`src/design/bunch_crossing_classifier_macros.svh`:
```
// Assertion helpers shared by the classifier RTL.
`ifndef BUNCH_CROSSING_CLASSIFIER_MACROS_SVH
`define BUNCH_CROSSING_CLASSIFIER_MACROS_SVH

// Same-cycle implication, sampled on clk_i, off while rst_ni is low.
`define BCC_ASSERT_IMP(lbl, ante, cons) \
  lbl: assert property (@(posedge clk_i) disable iff (!rst_ni) (ante) |-> (cons)) \
    else $error("bunch crossing classifier check failed");

// Next-cycle implication, sampled on clk_i, off while rst_ni is low.
`define BCC_ASSERT_NXT(lbl, ante, cons) \
  lbl: assert property (@(posedge clk_i) disable iff (!rst_ni) (ante) |=> (cons)) \
    else $error("bunch crossing classifier check failed");

`endif

```
`src/design/bcc_ram.sv`:
```
`timescale 1ns / 1ps

module bcc_ram #(
  parameter int unsigned WIDTH = 8,
  parameter int unsigned DEPTH = 16,
  localparam int unsigned AW = (DEPTH > 1) ? $clog2(DEPTH) : 1
) (
  input  logic             clk_i,
  input  logic             we_i,
  input  logic             re_i,
  input  logic [AW-1:0]    addr_i,
  input  logic [WIDTH-1:0] wdata_i,
  output logic [WIDTH-1:0] rdata_o
);

  logic [WIDTH-1:0] mem_q [DEPTH];
  logic [WIDTH-1:0] rdata_q;

  always_ff @(posedge clk_i) begin
    if (we_i) begin
      mem_q[addr_i] <= wdata_i;
    end
    if (re_i) begin
      rdata_q <= mem_q[addr_i];
    end
  end

  assign rdata_o = rdata_q;

endmodule

```
`config.mk`:
```
export PLATFORM = sky130hd
export DESIGN_NAME = bcc_ram
export DESIGN_NICKNAME = d
export VERILOG_FILES = /design/src/design/bunch_crossing_classifier_macros.svh /design/src/design/bcc_ram.sv
export SDC_FILE = /design/constraint.sdc
export NUM_CORES = 1
export LEC_CHECK = 0
export BUFFER_PORTS_ARGS = -buffer_cell sky130_fd_sc_hd__buf_2
export CAP_MARGIN = 0
export CORE_MARGIN = 5
export CORE_UTILIZATION = 45
export DETAILED_ROUTE_END_ITERATION = 8
export GPL_ROUTABILITY_DRIVEN = 1
export PLACE_DENSITY = 0.57
export SKIP_LAST_GASP = 1
export SLEW_MARGIN = 10
export SYNTH_ARGS = -nofsm -noshare
export SYNTH_HDL_FRONTEND = slang
export SYNTH_SLANG_ARGS = --single-unit
```
`constraint.sdc`:
```
create_clock -name clk_i -period 2.1 [get_ports clk_i]
set_input_delay 0.105 -clock clk_i [delete_from_list [all_inputs] [get_ports clk_i]]
set_output_delay 0.105 -clock clk_i [all_outputs]
set_load 0.01 [all_outputs]
```
After elaboration in Yosys (flattened, before gate mapping). Memories as Yosys holds them, arrays and structs flattened. A register that Yosys moved wholly into a read port is not among the register bits. Index checks and enable logic that the tools add are counted.

Multiplexer cells: 2.

Operators with widths (count): 1-bit 2-to-1 mux (2).

Word-level logic and storage cells: 3. Input bits: 15. Register bits after elaboration: 0. Memories: 1. Output and inout port bits: 8. Memory bits (writable): 128.

Memory list: mem_q (words 16, width 8, rd ports 1, clocked after Yosys merged registers in 1, wr ports 1, RTL line bcc_ram.sv:16) `logic [WIDTH-1:0] mem_q [DEPTH];`.

Depth between registers and ports, before layout.
Depth after elaboration: 2. Depth in mapped cells: 5. Gate-level depth less buffers: 3.

Worst setup path before layout. OpenSTA, ideal clock, no wires.

Kind: input to register. From: input port addr_i[2]. To: memory mem_q[0][0] (enable). Cell stages on the path: 2. Path slack: 0.502 ns. Arrival time: 1.215 ns. Path buffers: 0. Required time: 1.717 ns. Setup time: 0.383 ns. Cell sequence: or3b_2 nor3_1.

RTL lines: start: declaration (RTL line bcc_ram.sv:11) `input logic [AW-1:0] addr_i,`; end: declaration (RTL line bcc_ram.sv:16).

Straight into the memory's write port.

==> reports/results.txt <==
gr ovfl total: 0
setup TNS: 0 ns
CTS Buf Count: 17
Crit Path Class: reg2reg
Synth Warn #: 0
GP Congestion: 0.7043
Post-route DRC: 0
sequential share of the synthesized area: 0.7934
area grow syn2layout: 19.23%
fin crit period: 1.545 ns
prevailing post-synth register cell: edfxtp_1
number of synthesized flops with an enable pin: 136
cell taking the most area after synthesis: edfxtp_1
crit start category: flop
final wirelength: 10010 µm
# IOs: 23
Total Power: 6.327 mW
flops & latches, synth: 136
Rows: 39
Mapped Area: 5147 µm²
Reg2Reg Setup Slack: 0.55 ns
post-synth top area share: 0.7934
maximum vdd drop: 539.7 µV
hold slack: 0.07815 ns
Hold Vio Cnt, Final: 0
worst skew pair latency: 0.41 ns
Slew headroom: 0.4807
post-synthesis compound-gate area fraction: 0.02333
drt first pass iters: 4
Initial Util: 0.4547
unrepaired setup endpoints after global routing: false
CTS root buf: clkbuf_16
placed cells: 403
CTS tree: built
post-layout util: 0.5421
Post-Place Setup Slack: 0.3313 ns
Yosys cell types: 17
Syn Nets: 245
final period utilization: 0.7359
drt first-iter violations: 166
ANT nets after route: 0
Worst Path Required: 2.25 ns
initial antenna violation count: 0
CTS Buffer Depth: 2
Cells after Synth: 230
Arrival @ worst endpoint: 1.69 ns
Core Region: 11320 µm²
die height: 117.0 µm
postcts setup bufs: 0
vias in the first global route: 2551
Critical R2R Launch: mem_q[0][7]
first-pass GRT wire length: 15290 µm
WHS Endpoint: rdata_o[4]
Worst Path Buf+Inv: 0
Max-Cap Viols: 0
layout cell share with drive strength beyond 1: 0.3356
Max Slew Vio Count: 0
CP top delay family: multiplexers
Pleak: 2.028 nW
commonest cells in the synthesized netlist: edfxtp_1, mux4_2, a22oi_1, nor2_1, nand2_1
cell count of the worst hold path: 1
actual slew at the worst max-slew pin: 0.7774 ns
die width: 117.0 µm
non-filler instance count after layout: 435
Post-Synth XOR/XNOR Area: 0
final worst slack: 0.5547 ns
Layout Nets: 294
syn_area_per_cell: 22.38 µm²
final setup vio count: 0
Placed Area: 5544 µm²
via count: 2425
largest family of logic cells by synthesized area: multiplexers
mux share of post-synthesis cell area: 0.1400
HP Start: re_i
Final Cell Area: 6137 µm²
Vias/cell: 5.575
largest cells by area after synthesis: edfxtp_1, mux4_2, a22oi_1
CP peak stage delay: 0.49 ns
FMAX: 0.6471 GHz
Ant. Diodes: 0
IO buf count: 22
Adder-Cell Fraction of Synth Area: 0
clock sink total: 136
DR WL/cell: 23.00 µm
CTS H-tree lvls: 4
highest net fanout along the worst path: 1
Async SR Flop Fraction: 0
CP cell instances: mux4_2 > a22oi_1 > nand2_1
worst r2r path cells: 3
largest net degree at the start of global routing: 40
Setup Skew: 0.005536 ns
clock transition at the registers of the reported paths: 0.06 ns
outcome: finished, final reports clean
Synth Area in Simple Gates: 0.03160
CP Capture Type: flop
crit path max-delay cell type: mux4_2
hpwl dp: 5987 µm
full die area: 13680 µm²
reg2reg end: rdata_o[7]
hold_buf cts: 0
Pwr Density: 1031 nW/µm²
total routing usage reported by global routing: 0.1634
hold crit path type: in2reg
post-cts resize count: 0
dominant cell by count in the synthesized netlist: edfxtp_1
[worst max path at each step]
stage / start / end / slack, ns / depth (start not counted)
CTS: mem_q[0][7] / rdata_o[7] / 0.51 / 3
global route: mem_q[3][7] / rdata_o[7] / 0.48 / 3
floorplan: addr_i[2] / mem_q[0][0] / 0.50 / 2
detailed placement: addr_i[0] / rdata_o[7] / 0.33 / 5
finish: mem_q[0][7] / rdata_o[7] / 0.55 / 3
global placement: addr_i[0] / rdata_o[7] / 0.36 / 5
[report_power, final]
part           total (mW)  switching [mW]  internal (mW)
combinational       0.284           0.165          0.119
clock                2.97            1.01           1.96
sequential           3.08          0.0156           3.06
total                6.33            1.19           5.14
[state kept, by name, indices dropped and copies added (netlist names)]
name and cells:
mem_q 128, rdata_o 8
[cells by family (layout without fill, tap and decap cells)]
kind of cell,Yosys count,count (layout)
compound gates,16,16
buf+inv,11,73
simple gates,35,35
flops,136,136
mux,32,32
[per-layer routing]
| layer | global-route usage | share of wire | up-vias |
|---|---|---|---|
| met1 | 0.2216 | 0.45 | 1280 |
| met2 | 0.2552 | 0.49 | 64 |
| met4 | 0.05734 | 0.0099 | 0 |
| li1 | - | - | 1072 |
| met5 | 0 | 0 | - |
| met3 | 0.04833 | 0.047 | 9 |
[cell type report]
cell class,count,area (µm²)
Clock inverter,12,156.4
Fill cell,883,5184
Timing Repair Buffer,41,277.8
Clock buffer,20,436.7
Sequential cell,136,4084
Tap cell,143,178.9
Multi-Input combinational cell,83,1003
[layout by cell type (no fill, tap or decap), drive strengths merged, types with 2 or more instances in the layout]
cell and instances:
clkbuf 20, buf 41, clkinv 7, a22oi 16, nand2b 2, nand3b 2
nor2b 2, edfxtp 136, nor3 4, bufinv 4, nor2 13, mux4 32
nand2 9
No activity file was read; power rests on OpenSTA's default activity.
